==> config.mk <==
export PLATFORM = sky130hd
export DESIGN_NAME = wav_header_parser
export DESIGN_NICKNAME = d
export VERILOG_FILES = /design/src/hw/rtl/wavp_pkg.sv /design/src/hw/rtl/wavp_front.sv /design/src/hw/rtl/wavp_queue.sv /design/src/hw/rtl/wav_header_parser.sv
export VERILOG_INCLUDE_DIRS = /design/src /design/src/hw/rtl
export SDC_FILE = /design/constraint.sdc
export NUM_CORES = 1
export LEC_CHECK = 0
export BUFFER_PORTS_ARGS = -buffer_cell sky130_fd_sc_hd__clkbuf_2
export CAP_MARGIN = 15
export CORE_ASPECT_RATIO = 1.75
export CORE_UTILIZATION = 37
export CTS_CLUSTER_DIAMETER = 100
export CTS_CLUSTER_SIZE = 24
export DETAILED_ROUTE_END_ITERATION = 10
export GPL_ROUTABILITY_DRIVEN = 0
export SLEW_MARGIN = 40
export SYNTH_ARGS = -nofsm -noshare
export SYNTH_HDL_FRONTEND = slang
export SYNTH_HIERARCHICAL = 1
export SYNTH_SLANG_ARGS = --single-unit
==> constraint.sdc <==
create_clock -name clk -period 6.9 [get_ports clk]
set_clock_uncertainty 0.15 [all_clocks]
set_input_delay 1.38 -clock clk [delete_from_list [all_inputs] [get_ports clk]]
set_output_delay 1.38 -clock clk [all_outputs]
set_load 0.005 [all_outputs]
==> src/hw/rtl/assert_macros.svh <==
// Assertion macros shared by the parser RTL.
`ifndef ASSERT_MACROS_SVH
`define ASSERT_MACROS_SVH
`ifndef SYNTHESIS
`define ASSERT_PROP(lbl, clk, rst, prop, msg) \
  lbl: assert property (@(posedge clk) disable iff (rst) (prop)) else $error(msg);
`define ASSERT_NEVER(lbl, clk, rst, cond, msg) \
  lbl: assert property (@(posedge clk) disable iff (rst) !(cond)) else $error(msg);
`else
`define ASSERT_PROP(lbl, clk, rst, prop, msg)
`define ASSERT_NEVER(lbl, clk, rst, cond, msg)
`endif
`endif

==> src/hw/rtl/wavp_pkg.sv <==
// Shared types and constants of the WAV header parser.
package wavp_pkg;

  localparam logic [31:0] TAG_RIFF = 32'h4646_4952;
  localparam logic [31:0] TAG_WAVE = 32'h4556_4157;
  localparam logic [31:0] TAG_FMT  = 32'h2074_6D66;
  localparam logic [31:0] TAG_DATA = 32'h6174_6164;

  localparam logic [1:0] KIND_FORMAT = 2'd0;
  localparam logic [1:0] KIND_SAMPLE = 2'd1;
  localparam logic [1:0] KIND_ERROR  = 2'd2;

  localparam logic [3:0] ST_OK        = 4'd0;
  localparam logic [3:0] ST_NO_RIFF   = 4'd1;
  localparam logic [3:0] ST_NO_FMT    = 4'd2;
  localparam logic [3:0] ST_NOT_PCM   = 4'd3;
  localparam logic [3:0] ST_CHANNELS  = 4'd4;
  localparam logic [3:0] ST_WIDTH     = 4'd5;
  localparam logic [3:0] ST_NO_DATA   = 4'd6;
  localparam logic [3:0] ST_ZERO_SIZE = 4'd7;
  localparam logic [3:0] ST_TRUNC     = 4'd8;

  typedef struct packed {
    logic [1:0]  kind;
    logic [3:0]  status;
    logic [1:0]  channels;
    logic [4:0]  sample_bits;
    logic [31:0] sample_rate;
    logic [30:0] data_size;
    logic [7:0]  sample_byte;
    logic        last;
  } wavp_result_t;

endpackage

==> src/hw/rtl/wavp_front.sv <==
// Byte classifier and chunk walker: turns each accepted byte into at most one result.
`include "assert_macros.svh"
module wavp_front (
  input  logic                  clk,
  input  logic                  rst,
  input  logic                  take,
  input  logic [7:0]            in_byte,
  input  logic                  end_of_file,
  output logic                  res_valid,
  output wavp_pkg::wavp_result_t res
);
  import wavp_pkg::*;

  localparam logic [2:0] PH_TOP_HDR  = 3'd0;
  localparam logic [2:0] PH_TOP_SKIP = 3'd1;
  localparam logic [2:0] PH_WAVE     = 3'd2;
  localparam logic [2:0] PH_SUB_HDR  = 3'd3;
  localparam logic [2:0] PH_SUB_SKIP = 3'd4;
  localparam logic [2:0] PH_FMT      = 3'd5;
  localparam logic [2:0] PH_DATA     = 3'd6;
  localparam logic [2:0] PH_IDLE     = 3'd7;

  logic [2:0]  phase, phase_next;
  logic [3:0]  header_count, header_count_next;
  logic [31:0] chunk_tag, chunk_tag_next;
  logic [31:0] chunk_length, chunk_length_next;
  logic [31:0] skip_left, skip_left_next;
  logic        format_seen, format_seen_next;
  logic [1:0]  kept_channels, kept_channels_next;
  logic [1:0]  kept_width, kept_width_next;
  logic [31:0] kept_rate, kept_rate_next;
  logic [30:0] data_left, data_left_next;

  logic [31:0] tag_shift, len_shift, hdr_tag, hdr_len, pad_len, skip_dec;
  logic [3:0]  hc_inc;
  logic        hdr_done;
  logic [15:0] hi_half;
  logic [12:0] width_code;
  logic [30:0] data_dec;
  logic        err;
  logic [3:0]  err_code;
  logic [3:0]  eof_code;

  assign tag_shift  = {in_byte, chunk_tag[31:8]};
  assign len_shift  = {in_byte, chunk_length[31:8]};
  assign hc_inc     = header_count + 4'd1;
  assign hdr_done   = (hc_inc >= 4'd8);
  assign hdr_tag    = (header_count < 4'd4) ? tag_shift : chunk_tag;
  assign hdr_len    = (header_count < 4'd4) ? chunk_length : len_shift;
  assign pad_len    = (hdr_len + 32'd1) & ~32'd1;
  assign skip_dec   = skip_left - 32'd1;
  assign hi_half    = tag_shift[31:16];
  assign width_code = tag_shift[31:19];
  assign data_dec   = data_left - 31'd1;

  always_comb begin
    phase_next         = phase;
    header_count_next  = header_count;
    chunk_tag_next     = chunk_tag;
    chunk_length_next  = chunk_length;
    skip_left_next     = skip_left;
    format_seen_next   = format_seen;
    kept_channels_next = kept_channels;
    kept_width_next    = kept_width;
    kept_rate_next     = kept_rate;
    data_left_next     = data_left;
    res_valid          = 1'b0;
    res                = '0;
    err                = 1'b0;
    err_code           = ST_OK;
    eof_code           = ST_TRUNC;
    if (take) begin
      case (phase)
        PH_TOP_HDR, PH_SUB_HDR: begin
          chunk_tag_next    = hdr_tag;
          chunk_length_next = hdr_len;
          header_count_next = hdr_done ? 4'd0 : hc_inc;
          if (hdr_done) begin
            if (phase == PH_TOP_HDR) begin
              if (hdr_len[31]) begin
                err = 1'b1; err_code = ST_NO_RIFF;
              end else if (hdr_tag == TAG_RIFF) begin
                phase_next = PH_WAVE;
              end else begin
                skip_left_next = pad_len;
                phase_next = (pad_len != 32'd0) ? PH_TOP_SKIP : PH_TOP_HDR;
              end
            end else begin
              if (hdr_len[31]) begin
                err = 1'b1; err_code = format_seen ? ST_NO_DATA : ST_NO_FMT;
              end else if (hdr_tag == TAG_DATA) begin
                if (!format_seen) begin
                  err = 1'b1; err_code = ST_NO_FMT;
                end else if (hdr_len == 32'd0) begin
                  err = 1'b1; err_code = ST_ZERO_SIZE;
                end else begin
                  data_left_next    = hdr_len[30:0];
                  res_valid         = 1'b1;
                  res.kind          = KIND_FORMAT;
                  res.channels      = kept_channels;
                  res.sample_bits   = {kept_width, 3'b000};
                  res.sample_rate   = kept_rate;
                  res.data_size     = hdr_len[30:0];
                  phase_next        = PH_DATA;
                end
              end else if (hdr_tag == TAG_FMT && !format_seen) begin
                skip_left_next = (pad_len > 32'd16) ? pad_len - 32'd16 : 32'd0;
                phase_next = PH_FMT;
              end else begin
                skip_left_next = pad_len;
                phase_next = (pad_len != 32'd0) ? PH_SUB_SKIP : PH_SUB_HDR;
              end
            end
          end
        end
        PH_TOP_SKIP, PH_SUB_SKIP: begin
          skip_left_next = skip_dec;
          if (skip_dec == 32'd0) begin
            phase_next = (phase == PH_TOP_SKIP) ? PH_TOP_HDR : PH_SUB_HDR;
          end
        end
        PH_WAVE: begin
          chunk_tag_next    = tag_shift;
          header_count_next = hc_inc;
          if (hc_inc >= 4'd4) begin
            header_count_next = 4'd0;
            if (tag_shift == TAG_WAVE) begin
              phase_next = PH_SUB_HDR;
            end else begin
              err = 1'b1; err_code = ST_NO_RIFF;
            end
          end
        end
        PH_FMT: begin
          chunk_tag_next    = tag_shift;
          header_count_next = hc_inc;
          case (header_count)
            4'd1: begin
              if (hi_half != 16'd1) begin
                err = 1'b1; err_code = ST_NOT_PCM;
              end
            end
            4'd3: begin
              if (hi_half != 16'd1 && hi_half != 16'd2) begin
                err = 1'b1; err_code = ST_CHANNELS;
              end else begin
                kept_channels_next = hi_half[1:0];
              end
            end
            4'd7: kept_rate_next = tag_shift;
            4'd15: begin
              header_count_next = 4'd0;
              if (width_code != 13'd1 && width_code != 13'd2) begin
                err = 1'b1; err_code = ST_WIDTH;
              end else begin
                kept_width_next  = width_code[1:0];
                format_seen_next = 1'b1;
                phase_next = (skip_left != 32'd0) ? PH_SUB_SKIP : PH_SUB_HDR;
              end
            end
            default: ;
          endcase
        end
        PH_DATA: begin
          data_left_next  = data_dec;
          res_valid       = 1'b1;
          res.kind        = KIND_SAMPLE;
          res.sample_byte = in_byte;
          if (data_dec == 31'd0) begin
            res.last   = 1'b1;
            phase_next = PH_IDLE;
          end
        end
        default: phase_next = PH_IDLE;
      endcase

      if (err) begin
        res        = '0;
        res.kind   = KIND_ERROR;
        res.status = err_code;
        res.last   = 1'b1;
        res_valid  = 1'b1;
        phase_next = PH_IDLE;
      end

      if (end_of_file) begin
        // an early end replaces whatever this byte produced, but an error result stands
        if (!err && phase_next != PH_IDLE) begin
          if ((phase_next == PH_TOP_HDR && header_count_next == 4'd0) ||
              phase_next == PH_TOP_SKIP) begin
            eof_code = ST_NO_RIFF;
          end else if ((phase_next == PH_SUB_HDR && header_count_next == 4'd0) ||
                       phase_next == PH_SUB_SKIP) begin
            eof_code = format_seen_next ? ST_NO_DATA : ST_NO_FMT;
          end
          res        = '0;
          res.kind   = KIND_ERROR;
          res.status = eof_code;
          res.last   = 1'b1;
          res_valid  = 1'b1;
        end
        phase_next         = PH_TOP_HDR;
        header_count_next  = 4'd0;
        chunk_tag_next     = 32'd0;
        chunk_length_next  = 32'd0;
        skip_left_next     = 32'd0;
        format_seen_next   = 1'b0;
        kept_channels_next = 2'd0;
        kept_width_next    = 2'd0;
        kept_rate_next     = 32'd0;
        data_left_next     = 31'd0;
      end
    end
  end

  always_ff @(posedge clk) begin
    if (rst) begin
      phase         <= PH_TOP_HDR;
      header_count  <= 4'd0;
      chunk_tag     <= 32'd0;
      chunk_length  <= 32'd0;
      skip_left     <= 32'd0;
      format_seen   <= 1'b0;
      kept_channels <= 2'd0;
      kept_width    <= 2'd0;
      kept_rate     <= 32'd0;
      data_left     <= 31'd0;
    end else begin
      phase         <= phase_next;
      header_count  <= header_count_next;
      chunk_tag     <= chunk_tag_next;
      chunk_length  <= chunk_length_next;
      skip_left     <= skip_left_next;
      format_seen   <= format_seen_next;
      kept_channels <= kept_channels_next;
      kept_width    <= kept_width_next;
      kept_rate     <= kept_rate_next;
      data_left     <= data_left_next;
    end
  end

  `ASSERT_PROP(a_skip_nonzero, clk, rst,
    (phase == PH_TOP_SKIP || phase == PH_SUB_SKIP) |-> (skip_left != 32'd0),
    "skip phase entered with nothing left to skip")
  `ASSERT_PROP(a_eof_restart, clk, rst,
    (take && end_of_file) |=> (phase == PH_TOP_HDR && header_count == 4'd0),
    "parser did not restart after end of file")
  `ASSERT_PROP(a_error_last, clk, rst,
    (res_valid && res.kind == KIND_ERROR) |-> (res.last && phase_next != PH_DATA),
    "error result without last or with sample transfer continuing")

endmodule

==> src/hw/rtl/wavp_queue.sv <==
// Result queue between the byte classifier and the result port.
`include "assert_macros.svh"
module wavp_queue #(
  parameter int DEPTH = 4
) (
  input  logic                   clk,
  input  logic                   rst,
  input  logic                   wr_en,
  input  wavp_pkg::wavp_result_t wr_data,
  output logic                   full,
  output logic                   empty,
  input  logic                   rd_en,
  output wavp_pkg::wavp_result_t rd_data
);
  import wavp_pkg::*;

  localparam int PTR_W = (DEPTH > 1) ? $clog2(DEPTH) : 1;
  localparam int CNT_W = $clog2(DEPTH + 1);

  wavp_result_t     store [DEPTH];
  logic [PTR_W-1:0] wr_ptr, rd_ptr;
  logic [CNT_W-1:0] count;
  logic             do_wr, do_rd;

  assign full    = (count == CNT_W'(DEPTH));
  assign empty   = (count == '0);
  assign do_wr   = wr_en && !full;
  assign do_rd   = rd_en && !empty;
  assign rd_data = store[rd_ptr];

  always_ff @(posedge clk) begin
    if (do_wr) begin
      store[wr_ptr] <= wr_data;
    end
  end

  always_ff @(posedge clk) begin
    if (rst) begin
      wr_ptr <= '0;
      rd_ptr <= '0;
      count  <= '0;
    end else begin
      if (do_wr) begin
        wr_ptr <= (wr_ptr == PTR_W'(DEPTH - 1)) ? '0 : wr_ptr + PTR_W'(1);
      end
      if (do_rd) begin
        rd_ptr <= (rd_ptr == PTR_W'(DEPTH - 1)) ? '0 : rd_ptr + PTR_W'(1);
      end
      case ({do_wr, do_rd})
        2'b10:   count <= count + CNT_W'(1);
        2'b01:   count <= count - CNT_W'(1);
        default: count <= count;
      endcase
    end
  end

  `ASSERT_PROP(a_count_max, clk, rst, count <= CNT_W'(DEPTH),
    "queue count beyond depth")
  `ASSERT_PROP(a_hold_full, clk, rst, (full && !rd_en) |=> full,
    "full queue changed without a transfer out")
  `ASSERT_NEVER(a_ptr_gap, clk, rst,
    (empty || full) && (wr_ptr != rd_ptr),
    "pointers disagree with count")

endmodule

==> src/hw/rtl/wav_header_parser.sv <==
// Top level of the streaming WAV header parser.
// A result is registered into the result queue as its byte transfers in and is shown at the queue head.
// Throughput: one byte per cycle while the DEPTH-entry result queue has room;
//   full rises when it holds DEPTH results that have not been popped.
// Reset: synchronous rst returns the chunk walker to the RIFF search and empties
//   the queue; there is no clearing pass.
module wav_header_parser #(
  parameter int DEPTH = 4
) (
  input  logic        clk,
  input  logic        rst,
  input  logic        push,
  output logic        full,
  input  logic [7:0]  in_byte,
  input  logic        end_of_file,
  output logic        empty,
  input  logic        pop,
  output logic [1:0]  kind,
  output logic [3:0]  status,
  output logic [1:0]  channels,
  output logic [4:0]  sample_bits,
  output logic [31:0] sample_rate,
  output logic [30:0] data_size,
  output logic [7:0]  sample_byte,
  output logic        last
);
  import wavp_pkg::*;

  logic         take;
  logic         res_valid;
  wavp_result_t res;
  wavp_result_t head;

  assign take = push && !full;

  wavp_front u_front (
    .clk         (clk),
    .rst         (rst),
    .take        (take),
    .in_byte     (in_byte),
    .end_of_file (end_of_file),
    .res_valid   (res_valid),
    .res         (res)
  );

  wavp_queue #(
    .DEPTH (DEPTH)
  ) u_queue (
    .clk     (clk),
    .rst     (rst),
    .wr_en   (res_valid),
    .wr_data (res),
    .full    (full),
    .empty   (empty),
    .rd_en   (pop),
    .rd_data (head)
  );

  assign kind        = head.kind;
  assign status      = head.status;
  assign channels    = head.channels;
  assign sample_bits = head.sample_bits;
  assign sample_rate = head.sample_rate;
  assign data_size   = head.data_size;
  assign sample_byte = head.sample_byte;
  assign last        = head.last;

endmodule

; Word level (Yosys, flattened, before mapping)
; Memory sizes are Yosys's and may differ from the RTL's. A register that Yosys moved wholly into a read port is not among the register bits.
; Index checks and enable logic that the tools add are counted.
[op_classes]
addsub = 9
n_lt_le_gt_ge = 4
eq_ne = 37
mux = 134
reduce_logical = 43
[ops]
columns = op, n
row1 = two-way mux 32 bit, 17
row2 = two-way mux 70 bit, 7
row3 = two-way mux 85 bit, 4
row4 = two-way mux 31 bit, 7
row5 = case mux 32 bit (2 select lines), 2
row6 = "equality test 32 x 31 -> 1 bit, second input constant", 3
row7 = two-way mux 3 bit, 25
row8 = logical NOT 32 bit, 2
row9 = nonzero test 32 bit, 2
row10 = case mux 31 bit (2 select lines), 1
row11 = two-way mux 4 bit, 13
row12 = case mux 4 bit (3 select lines), 3
row13 = two-way mux 1 bit, 35
row14 = "adder 32 x 1 -> 32 bit, second input constant", 1
row15 = "equality test 32 x 30 -> 1 bit, second input constant", 1
row16 = "greater-than comparator 32 x 5 -> 1 bit, second input constant", 1
row17 = "subtractor 32 x 1 -> 32 bit, second input constant", 1
row18 = "subtractor 32 x 5 -> 32 bit, second input constant", 1
row19 = logical NOT 31 bit, 1
row20 = "subtractor 31 x 1 -> 31 bit, second input constant", 1
row21 = two-way mux 2 bit, 14
row22 = "inequality test 16 x 1 -> 1 bit, second input constant", 1
row23 = "inequality test 16 x 2 -> 1 bit, second input constant", 1
row24 = "equality test 3 bit, second input constant", 5
row25 = 40 further kinds, 78
[word_totals]
reg_bits = 178
ram_bits = 340
inputBits = 13
output_inout_bits = 87
wordCells = 241
n_memories = 1
[memory_table]
columns = memory, depth, word_bits, rd, rd_clocked_by_memory_dff, wr, line
row1 = u_queue.store, 4, 85, 1, 1, 1, wavp_queue.sv:20  ; wavp_result_t store [DEPTH];

; Logic depth before layout (Yosys ltp)
; Gate-level depths: netlist of the first run.
[depth]
word_depth = 21
depth_mapped = 29
ltp_nobuf = 23

; By module
; Netlist of the first run, hierarchy kept.
[modules_own_cells]
columns = module, instances, cells_each, area_each_um2, seq_area_each_um2
row1 = wavp_front, 1, 1790, 12842.3, 3423.3
row2 = wavp_queue, 1, 498, 12761.0, 10390.0
row3 = wav_header_parser, 1, 1, 13.8, 0.0

; Least setup slack after synthesis of the first run
; No wires, ideal clock.
[synth_timing]
kind = reg2reg
startpoint = register u_front.header_count[3]
endpoint = memory u_queue/store[0][0] (netlist bit), enable pin
setup_ps = 405
arrival_ps = 6521
required_ps = 6345
path_slack_ps = -177
path_stages_with_launch = 23
path_buffers = 6
synth_period_minus_slack_ps = 7077
path_cell_list = dfxtp_1 clkbuf_1 or2_2 buf_2 buf_1 clkbuf_1 buf_2 nand2_1 nand2_1 ha_1 nand3_1 o32a_1 or4_1 nor4_1 o22ai_1 and4bb_2 nand4_2 o211ai_1 o211ai_4 a31oi_4 buf_2 o21a_1 and3_2
[synth_between]
elab_chain_len = 21
elab_cells_between_ends = 60
classes_between = 2 x add/sub / 3 x order compare / 7 x eq/ne / 42 x mux / 6 x reduce/logical
[synth_lines]
columns = item, line
row1 = "start, declared", wavp_front.sv:24  ; logic [3:0] header_count, header_count_next;
row2 = "start signal, assigned", wavp_front.sv:230  ; header_count <= header_count_next;
row3 = < comparator 4 x 3 -> 1 bit, "wavp_front.sv:48, wavp_front.sv:49"
row4 = two-way mux 32 bit, wavp_front.sv:49  ; assign hdr_len = (header_count < 4'd4) ? chunk_length : len_shift;
row5 = adder 32 x 1 -> 32 bit / logical NOT 32 bit (equally long branches), "wavp_front.sv:50, wavp_front.sv:94"
row6 = nonzero test 32 bit / two-way mux 1 bit (equally long branches), "wavp_front.sv:86, wavp_front.sv:111, wavp_front.sv:94"
row7 = two-way mux 3 bit / two-way mux 1 bit (equally long branches), "wavp_front.sv:111, wavp_front.sv:92"
row8 = two-way mux 3 bit / two-way mux 1 bit (equally long branches), "wavp_front.sv:106, wavp_front.sv:91"
row9 = two-way mux 3 bit / two-way mux 1 bit (equally long branches), "wavp_front.sv:91, wavp_front.sv:89"
row10 = two-way mux 3 bit / two-way mux 1 bit (equally long branches), "wavp_front.sv:89, wavp_front.sv:79"
row11 = [6 not listed], -
row12 = logical AND 1 bit, wavp_front.sv:188  ; if (!err && phase_next != PH_IDLE) begin
row13 = two-way mux 1 bit, wavp_front.sv:188
row14 = two-way mux 1 bit *, wavp_front.sv:186  ; if (end_of_file) begin
row15 = two-way mux 1 bit *, wavp_front.sv:72  ; if (take) begin
row16 = net res_valid, wav_header_parser.sv:30  ; logic res_valid;
row17 = logical AND 1 bit *, wavp_queue.sv:27  ; assign do_wr = wr_en && !full;
row18 = two-way mux 1 bit *, wavp_queue.sv:32  ; if (do_wr) begin
row19 = two-way mux 1 bit (not written as such) *, wavp_queue.sv:33  ; store[wr_ptr] <= wr_data;
row20 = "end, declared", wavp_queue.sv:20
; Mark *: on every way through the listed nets, which the timed path passes. The rest lies on a longest branch. The select of a mux whose other input is x is not followed.

; Worst setup path in the final report of the first run
[layout_timing]
startpoint = register u_front.header_count[3]
endpoint = register u_queue.count[2]
[layout_between]
elab_chain_len = 21
elab_cells_between_ends = 62
classes_between = 2 x add/sub / 3 x order compare / 9 x eq/ne / 41 x mux / 7 x reduce/logical
[layout_lines]
columns = item, line
row1 = < comparator 4 x 3 -> 1 bit, "wavp_front.sv:48, wavp_front.sv:49"
row2 = two-way mux 32 bit, wavp_front.sv:49
row3 = adder 32 x 1 -> 32 bit / logical NOT 32 bit (equally long branches), "wavp_front.sv:50, wavp_front.sv:94"
row4 = nonzero test 32 bit / two-way mux 1 bit (equally long branches), "wavp_front.sv:86, wavp_front.sv:111, wavp_front.sv:94"
row5 = two-way mux 3 bit / two-way mux 1 bit (equally long branches), "wavp_front.sv:111, wavp_front.sv:92"
row6 = two-way mux 3 bit / two-way mux 1 bit (equally long branches), "wavp_front.sv:106, wavp_front.sv:91"
row7 = two-way mux 3 bit / two-way mux 1 bit (equally long branches), "wavp_front.sv:91, wavp_front.sv:89"
row8 = two-way mux 3 bit / two-way mux 1 bit (equally long branches), "wavp_front.sv:89, wavp_front.sv:79"
row9 = [6 not listed], -
row10 = logical AND 1 bit, wavp_front.sv:188
row11 = two-way mux 1 bit, wavp_front.sv:188
row12 = two-way mux 1 bit *, wavp_front.sv:186
row13 = two-way mux 1 bit *, wavp_front.sv:72
row14 = net res_valid, wav_header_parser.sv:30
row15 = logical AND 1 bit *, wavp_queue.sv:27
row16 = equality test 2 x 1 -> 1 bit / equality test 2 bit (equally long branches), wavp_queue.sv:49  ; case ({do_wr, do_rd})
row17 = case mux 3 bit (2 select lines) / nonzero test 2 bit (equally long branches), -
row18 = "end signal, assigned", wavp_queue.sv:50  ; 2'b10: count <= count + CNT_W'(1);
row19 = "end signal, assigned", wavp_queue.sv:51  ; 2'b01: count <= count - CNT_W'(1);
row20 = "end signal, assigned", wavp_queue.sv:52  ; default: count <= count;
row21 = "end, declared", wavp_queue.sv:22  ; logic [CNT_W-1:0] count;
; Marks and branches as above.
; A chain may end at the register's enable or synchronous reset.

==> flow_results.org, run 1 <==
** Synthesis
- Fraction of the yosys area taken by sequential cells :: 0.539
- After synthesis the netlist holds a flip-flop and latch count of 520.
- Count of flip-flops with a built-in enable after synthesis :: 340
- After synthesis the cells add up to 25600 um^2.
- Area share of the largest cell type after synthesis :: 0.399
- sky130_fd_sc_hd__edfxtp_1 is the most common cell in the netlist.
- Dominant register cell in the synthesized netlist :: sky130_fd_sc_hd__edfxtp_1
- Ranking of synthesized cells by area :: sky130_fd_sc_hd__edfxtp_1 40%, sky130_fd_sc_hd__dfxtp_1 14%, sky130_fd_sc_hd__mux4_2 7.5%
- Ranked by instance count, the synthesized netlist is headed by 340 x sky130_fd_sc_hd__edfxtp_1, 279 x sky130_fd_sc_hd__nor2_1, 180 x sky130_fd_sc_hd__dfxtp_1.
- Cell variety after synth :: 90
- Warning count from the yosys run :: 6
- The biggest area contributor in the post-synthesis netlist is sky130_fd_sc_hd__edfxtp_1.
- Of all flip-flops after synthesis, the portion carrying an async set or reset was 0.
- Counting every instance in the synthesized netlist gives 2289.
- Avg Synthesized Cell Area :: 11.2 um^2

** Route
- The routed design uses 41200 um of met2 wire.
- Via Count :: 19700
- Per-cell routed wire length :: 24.3 um
- Before antenna repair, the detailed router went through 6 iterations.
- For this run, design rule violations remaining after detail routing come to 0.
- M1 wire length :: 27200 um
- Topmost layer with routed signal wires :: met4
- Via density per instance :: 6.11
- Antenna Violating Nets Remaining :: 0
- The routed design has 78100 um of wire.
- Metal3 WL :: 4120 um
- After the first detailed-routing iteration, the DRC count stood at 2013.

** Timing
- Max Clock Freq :: 153 MHz
- The max-slew violation count was 0.
- Post-route setup TNS :: 0 ps
- Setup violations remaining at the end of the flow were counted as 0.
- Setup repair after global routing missed its margin :: false
- In the finished design, the share of the clock period the worst path needs comes to 0.949.
- Max_slew headroom :: 0.395
- Number of hold-slack violations in the final timing report :: 0
- At the pin with the least slew margin, the transition time is 882 ps.
- The worst path in the final design needs a cycle of 6540 ps, including I/O delays and setup.

** Global route
- Total track usage :: 0.220
- The initial antenna violation count is 0.
- Entering global routing, the biggest net connects 71 pins.
- After global routing the overflow that remains totals 0.
- The number of global-route vias before repair is 19500.
- The first global-routing pass estimated 118000 um of wire.

** Placement
- Counting tap cells, the placed design contains a total of 3172 instances.
- The HPWL after detailed placement is 53800 um.
- Port buffering added 99 buffers.

** Setup path
- Crit-path most repeated cell :: sky130_fd_sc_hd__inv_1
- The number of cells on the worst reg-to-reg path is 24.
- Crit-path max FO :: 29
- Required arrival time at the worst endpoint :: 7310 ps
- Crit path cell chain :: buf_6 -> o21ai_0 -> and2_1 -> inv_1 -> ha_1 -> nand3_1 -> o32a_1 -> or3_1 -> or4_1 -> a21o_1 -> nor4_2 -> nand4_2 -> o21a_1 -> o211ai_4 -> a31oi_4 -> o21a_2 -> and2_4 -> inv_1 -> ha_1 -> inv_1 -> fa_1 -> xor2_1 -> or3_2 -> a21oi_1
- Worst reg2reg path startpoint :: u_front/header_count[3]
- Critical path class :: flop to flop
- Worst EP arrival :: 6960 ps
- Critical path startpoint category :: flop
- The endpoint identified for the worst register-to-register timing path is u_queue/count[2].
- Crit path max-delay cell type :: sky130_fd_sc_hd__or4_1
- Largest stage delay on the critical path :: 510 ps
- STA classifies the critical path endpoint as a flop.
- Flop-to-flop setup slack :: 360 ps

** Floorplanning
- Area of the die :: 70300 um^2
- Starting utilization of the core area :: 0.374
- Y dimension of the die :: 350 um
- Horizontal extent of the die :: 201 um
- In this run the core area contains 127 standard-cell rows.
- Count of boundary I/O pins :: 100
- Area of the core :: 68500 um^2

** Pwr
- Power spread over the standard cell area amounts to 222 nW/um^2.
- For this design the total switching power over the nets is 1600 uW.
- Logic gate share of total power :: 0.166
- The share of total power dissipated in the clock network is 0.271.
- Power share of the sequential group :: 0.563
- Switching share of power :: 0.259
- The analysis attributes to cell leakage a power of 0.00869 uW.
- The worst-case IR drop observed on VDD is 0.000184 V.
- The internal power of the cells totals 4580 uW.

** CTS
- After clock tree synthesis, the clock-pin slew on the worst setup and hold paths is 110 ps.
- At the later pin of the worst-skew pair, clock insertion delay measures 630 ps.
- Postcts setup bufs :: 0
- TritonCTS sink count :: 520
- Total CTS buffers :: 25
- Cell at the root of the clock tree :: sky130_fd_sc_hd__clkbuf_16
- H-tree level count :: 1
- The clock passes through at most 3 buffers.
- TritonCTS built the clock tree.

** Cells and area
- Diode insertion count for antenna repair :: 0
- The layout has 6443 filler cells.
- Count of non-filler cells in the finished layout :: 3219
- Area Overhead vs Synth :: 8.89%
- Fraction of layout cells with a size suffix above 1 :: 0.147
- Area taken by flip-flops and latches :: 13800 um^2
- Area of the multi-input gates :: 11000 um^2
- Total number of nets in the final design :: 2327

** Hold path
- Min-Delay Startpoint :: u_queue/rd_ptr[0]
- Worst hold path cell count :: 2
- In this run the worst hold path is classified as flop to flop.

** Flow run
- Max-cap violation count :: 0

** Run status
- Result of the run :: finished, final reports clean
critical path, delay by kind of cell (launching register included):
| family | cells | cell delay, ps |
|---|---|---|
| compound gates | 8 | 2010 |
| fa+ha+maj | 3 | 830 |
| buf+inv | 4 | 480 |
| xor+xnor | 1 | 170 |
| flops | 1 | 410 |
| simple gates | 8 | 2410 |
per-layer routing:
layer	GRT usage	vias to the layer above
li1	-	8736
met1	0.232	9712
met2	0.408	904
met3	0.0276	308
met4	0.144	0
met5	0	-
worst max-delay path by stage:
stage | startpoint | endpoint | slack, ps | cells past startpoint
after floorplan | u_front/header_count[3] | u_queue/store[0][0] | 3 | 22
after global placement | in_byte[1] | u_queue/store[2][19] | 570 | 14
after detailed placement | in_byte[6] | u_queue/count[2] | 350 | 20
after CTS | u_front/header_count[3] | u_queue/count[2] | 310 | 24
after global routing | u_front/header_count[3] | u_queue/count[2] | 30 | 24
final | u_front/header_count[3] | u_queue/count[2] | 360 | 24
sequential cells by signal, indices dropped and copies added (netlist names), named ones only:
name	cells
u_queue/rd_ptr	2
u_front/format_seen	1
u_front/skip_left	32
u_front/chunk_length	32
u_queue/wr_ptr	2
u_front/chunk_tag	32
u_queue/count	3
u_front/phase	3
u_front/kept_width	2
u_queue/store	340
u_front/header_count	4
u_front/kept_rate	32
u_front/kept_channels	2
u_front/data_left	31
layout by cell type (no fill, tap or decap), drive strengths merged, types with 18 or more instances in the layout:
master	n
and2	18
xnor2	47
clkbuf	142
mux2i	32
nand3	43
nand2	158
o21ai	89
or3	23
a22oi	74
xor2	36
edfxtp	340
inv	31
o211ai	27
and3	22
nor2	279
buf	64
a21oi	115
nor3b	43
nor4	69
nand4	24
dfxtp	180
nor3	112
mux4	85
cells by family (layout without fill, tap and decap cells):
kind of cell	count (synthesis)	count (layout)	synth area share
AOI/OAI and AO/OA	436	436	0.115
muxes	121	121	0.0890
other	1	3	0.000146
adders and majority gates	17	17	0.00860
and+or+nand+nor	899	899	0.184
DFF	520	520	0.539
xor gates and xnor gates	83	83	0.0284
buffers and inverters	212	237	0.0359
metrics by stage:
step                setup slack [ps]  total power (uW)  cell area [um^2]  hold WS [ps]  utilization
global route                    25.1              6440             27900           371        0.407
finish                           355              6190             27900           345        0.407
global placement                 566              4580             27100           314        0.395
CTS                              309              6260             27800           346        0.406
floorplan                       3.27              4210             25600           304            -
detailed placement               354              4610             27100           326        0.396
power groups by stage:
| stage | combinational (uW) | sequential [uW] | clock [uW] |
|---|---|---|---|
| after floorplan | 716 | 3500 | 0 |
| after global placement | 990 | 3590 | 0 |
| after detailed placement | 1040 | 3560 | 0 |
| after CTS | 1040 | 3490 | 1720 |
| after global routing | 1110 | 3500 | 1830 |
| final | 1030 | 3480 | 1680 |
area by class of cell:
type | instances | share of cell area
Sequential cell | 520 | 0.496
Multi-Input combinational cell | 1559 | 0.394
Tap cell | 903 | 0.0405
Timing Repair Buffer | 162 | 0.0400
Clock buffer | 44 | 0.0250
Inverter | 29 | 0.00390
Clock inverter | 2 | 0.000628
repair_timing:
item,in CTS,in global routing
hold buffers,0,0
setup endpoints to repair,0,1
resized for setup,0,4
endpoints found under the hold margin,0,0
(Power assumes the default switching activity.)
==> run 2, diff against run 1 <==
--- a/config.mk
+++ b/config.mk
@@ -8,12 +8,13 @@
 export LEC_CHECK = 0
 export BUFFER_PORTS_ARGS = -buffer_cell sky130_fd_sc_hd__clkbuf_2
 export CAP_MARGIN = 15
-export CORE_ASPECT_RATIO = 1.75
+export CORE_ASPECT_RATIO = 1.5
 export CORE_UTILIZATION = 37
 export CTS_CLUSTER_DIAMETER = 100
 export CTS_CLUSTER_SIZE = 24
 export DETAILED_ROUTE_END_ITERATION = 10
 export GPL_ROUTABILITY_DRIVEN = 0
+export PLACE_DENSITY = 0.55
 export SLEW_MARGIN = 40
 export SYNTH_ARGS = -nofsm -noshare
 export SYNTH_HDL_FRONTEND = slang
==> run 2 against run 1 <==
  * Critical path depth fell by 1
  * Via count down 2.3%
  * Utilization is essentially flat
  * Worst setup slack better by 41 ps
  * Register-to-register slack gained 40 ps
  * Sequential share of layout area rose by 0.24 points
  * Global-route usage fell by 0.99 points
  * Flip-flop and latch count stayed put
  * Routed wire length is 4.1% lower
  * First-iteration DRC count decreased by 24%
  * Combinational power is 3% lower
  * Total power is 0.33% lower
  * Largest cell class unchanged
  * Largest power group unchanged
==> flow_results.org, run 2 (synthesis gave the netlist of run 1 again) <==
** Setup path
- Gate family responsible for the most delay along the worst path :: simple AND/OR/NAND/NOR gates (unchanged)
- Crit-path max FO :: 9 (was 29)
- CP Buf/Inv Count :: 3 (was 4)
- The kind of end point of the critical path is a flop (unchanged).
- Flop-to-flop setup slack :: 400 ps (was 360 ps)
- Crit path cell chain :: or3b_1 -> and2_1 -> inv_1 -> ha_1 -> nand3_1 -> o32a_1 -> or4_1 -> xor2_1 -> nor4b_1 -> and3_1 -> nand4_2 -> o21a_1 -> o211ai_4 -> a31oi_4 -> o21a_1 -> and2_4 -> inv_1 -> ha_1 -> inv_1 -> fa_1 -> xor2_1 -> or3_2 -> a21oi_1 (was buf_6 -> o21ai_0 -> and2_1 -> inv_1 -> ha_1 -> nand3_1 -> o32a_1 -> or3_1 -> or4_1 -> a21o_1 -> nor4_2 -> nand4_2 -> o21a_1 -> o211ai_4 -> a31oi_4 -> o21a_2 -> and2_4 -> inv_1 -> ha_1 -> inv_1 -> fa_1 -> xor2_1 -> or3_2 -> a21oi_1)
- Crit path max-delay cell type :: sky130_fd_sc_hd__or4_1 (unchanged)
- Critical path class :: flop to flop (unchanged)
- Critical path startpoint category :: flop (unchanged)
- Worst EP arrival :: 6870 ps (was 6960 ps)
- The required time at the worst-slack endpoint is 7270 ps (was 7310 ps).
- Largest stage delay on the critical path :: 620 ps (was 510 ps)
- Crit-path most repeated cell :: sky130_fd_sc_hd__inv_1 (unchanged)

** CTS
- Total CTS buffers :: 25 (unchanged)
- The cell chosen for the clock root is sky130_fd_sc_hd__clkbuf_16 (unchanged).
- TritonCTS sink count :: 520 (unchanged)
- H-tree level count :: 1 (unchanged)
- The largest buffer count on any clock path was 3 (unchanged).
- The CTS tree is built (unchanged).
- The clock latency on the worst-skew pair came to 610 ps (was 630 ps).
- Clock-pin slew on the worst setup and hold paths :: 120 ps (was 110 ps)
- Postcts setup bufs :: 0 (unchanged)

** Global route
- The met3 track utilization from global routing came to 0.0236 (was 0.0276).
- Vias in the first global route :: 19000 (was 19500)
- The global routing usage summed across all routing layers was 0.210 (was 0.220).
- The wire length of the first global-routing pass is 114000 um (was 118000 um).
- GR peak layer :: met2 (unchanged)
- Initial antenna violation count :: 0 (unchanged)
- Met1 usage :: 0.248 (was 0.232)
- The pin count of the biggest net entering global routing is 79 (was 71).
- Met2 demand-to-capacity share in global routing :: 0.372 (was 0.408)
- The total grt overflow came to 0 (unchanged).

** Floorplanning
- The number of top-level design ports was 100 (unchanged).
- Horizontal extent of the die :: 217 um (was 201 um)
- The cell row count was 117 (was 127).
- Area of the core :: 68200 um^2 (was 68500 um^2)
- The overall die height was 324 um (was 350 um).
- Starting utilization of the core area :: 0.376 (was 0.374)
- Area of the die :: 70300 um^2 (about the same)

** Cells and area
- Area of the multi-input gates :: 11000 um^2 (about the same)
- Diode insertion count for antenna repair :: 0 (unchanged)
- Fraction of layout cells with a size suffix above 1 :: 0.144 (was 0.147)
- The fill cell total of the finished layout is 6533 (was 6443).
- The register name with the most flops was u_queue/store (unchanged).
- Area taken by flip-flops and latches :: 13800 um^2 (unchanged)
- The number of flip-flops under the largest register name was 340 (unchanged).
- The most frequent standard cell in the layout excluding fill and tap cells is sky130_fd_sc_hd__edfxtp_1 (unchanged).
- Top library cells by usage in the layout, fill and taps aside :: 340 x sky130_fd_sc_hd__edfxtp_1, 277 x sky130_fd_sc_hd__nor2_1, 177 x sky130_fd_sc_hd__dfxtp_1 (was 340 x sky130_fd_sc_hd__edfxtp_1, 276 x sky130_fd_sc_hd__nor2_1, 177 x sky130_fd_sc_hd__dfxtp_1)
- Total number of nets in the final design :: 2323 (was 2327)
- The layout overhead on the synthesized area was 8.36% (was 8.89%).
- The cell area after layout was 27800 um^2 (was 27900 um^2).

** Timing
- Share of the clock period used by the worst path after layout :: 0.943 (was 0.949)
- Minimum clock period after layout :: 6500 ps (was 6540 ps)
- The setup TNS came to 0 ps (unchanged).
- Max-slew violation count :: 0 (unchanged)
- Setup repair after global routing missed its margin: false (unchanged).
- The final count of hold timing violations came to 0 (unchanged).
- The maximum frequency from static timing analysis came to 154 MHz (was 153 MHz).
- The transition time of the tightest slew-check pin was 850 ps (was 882 ps).
- Setup violation total in the final timing report :: 0 (unchanged)
- Max_slew headroom :: 0.429 (was 0.395)

** Placement
- The count of input and output buffers came to 99 (unchanged).
- The instance area at placement came to 27000 um^2 (was 27100 um^2).
- Placed wire-length estimate :: 50900 um (was 53800 um)

** Route
- Count of routing violations after the opening detailed-route iteration :: 1524 (was 2013)
- Post-Route WL :: 74900 um (was 78100 um)
- Detailed-router iteration count before antenna repair :: 8 (was 6)
- Per-cell routed wire length :: 23.4 um (was 24.3 um)
- The remaining antenna violation count was 0 (unchanged).
- The total number of vias came to 19200 (was 19700).
- The detail-routed via count per cell is 6.00 (was 6.11).
- Residual DRC :: 0 (unchanged)

** Flow run
- Max-cap violation count :: 0 (unchanged)

** Pwr
- The cell area power density came to 222 nW/um^2 (about the same).
- Worst-case vdd ir drop :: 0.000182 V (was 0.000184 V)
- Cell leakage power :: 0.00864 uW (was 0.00869 uW)

** Run status
- Result of the run :: finished, final reports clean (unchanged)

** Hold path
- Type of the tightest min-delay check :: flop to flop (unchanged)
## run 2: layout make-up
class	count	share of cell area
timing repair buffer	158	0.0370
clock buffer	43	0.0250
multi-input combinational	1559	0.396
sequential	520	0.498
clock inverter	2	0.000451
tap	892	0.0402
inverter	29	0.00392
## run 2: metal layers
| metal | share of wire | vias up | wire (um) |
|---|---|---|---|
| met4 | 0.056 | 0 | 4210 |
| met2 | 0.50 | 752 | 37700 |
| met5 | 0 | - | 0 |
| met1 | 0.39 | 9556 | 29100 |
| met3 | 0.051 | 206 | 3790 |
| li1 | - | 8702 | - |
## run 2: power by group
part	internal [uW]	switching (uW)	leakage (uW)
clock	692	980	0.000338
combinational	465	531	0.00391
sequential	3400	97.0	0.00439
## run 2: worst min-delay path, stage by stage, from the launching register on
cell and delay, ps:
sky130_fd_sc_hd__dfxtp_1 320, sky130_fd_sc_hd__o21ai_0 70, sky130_fd_sc_hd__a21oi_1 60
## run 2: worst paths after layout
check	start	endpoint	cells past startpoint
max	u_front/header_count[2]	u_queue/count[2]	23
min	u_front/data_left[11]	u_front/data_left[11]	2
max reg2reg	u_front/header_count[2]	u_queue/count[2]	23
min reg2reg	u_front/data_left[11]	u_front/data_left[11]	2
## run 2: through the flow
| stage | std cells | worst slack [ps] | hold slack (ps) | power (uW) | utilization |
|---|---|---|---|---|---|
| after floorplan | 2291 | 3.27 | 304 | 4210 | - |
| final | 3203 | 396 | 339 | 6170 | 0.407 |
| after global routing | 3203 | 88.3 | 358 | 6420 | 0.407 |
| after CTS | 3202 | 399 | 345 | 6250 | 0.406 |
| after global placement | 3157 | 624 | 312 | 4580 | 0.395 |
| after detailed placement | 3157 | 430 | 326 | 4590 | 0.396 |
## run 2: repair_timing
item | CTS | global route
gates resized for setup | 0 | 2
setup endpoints to repair | 0 | 1
hold buffers | 0 | 0
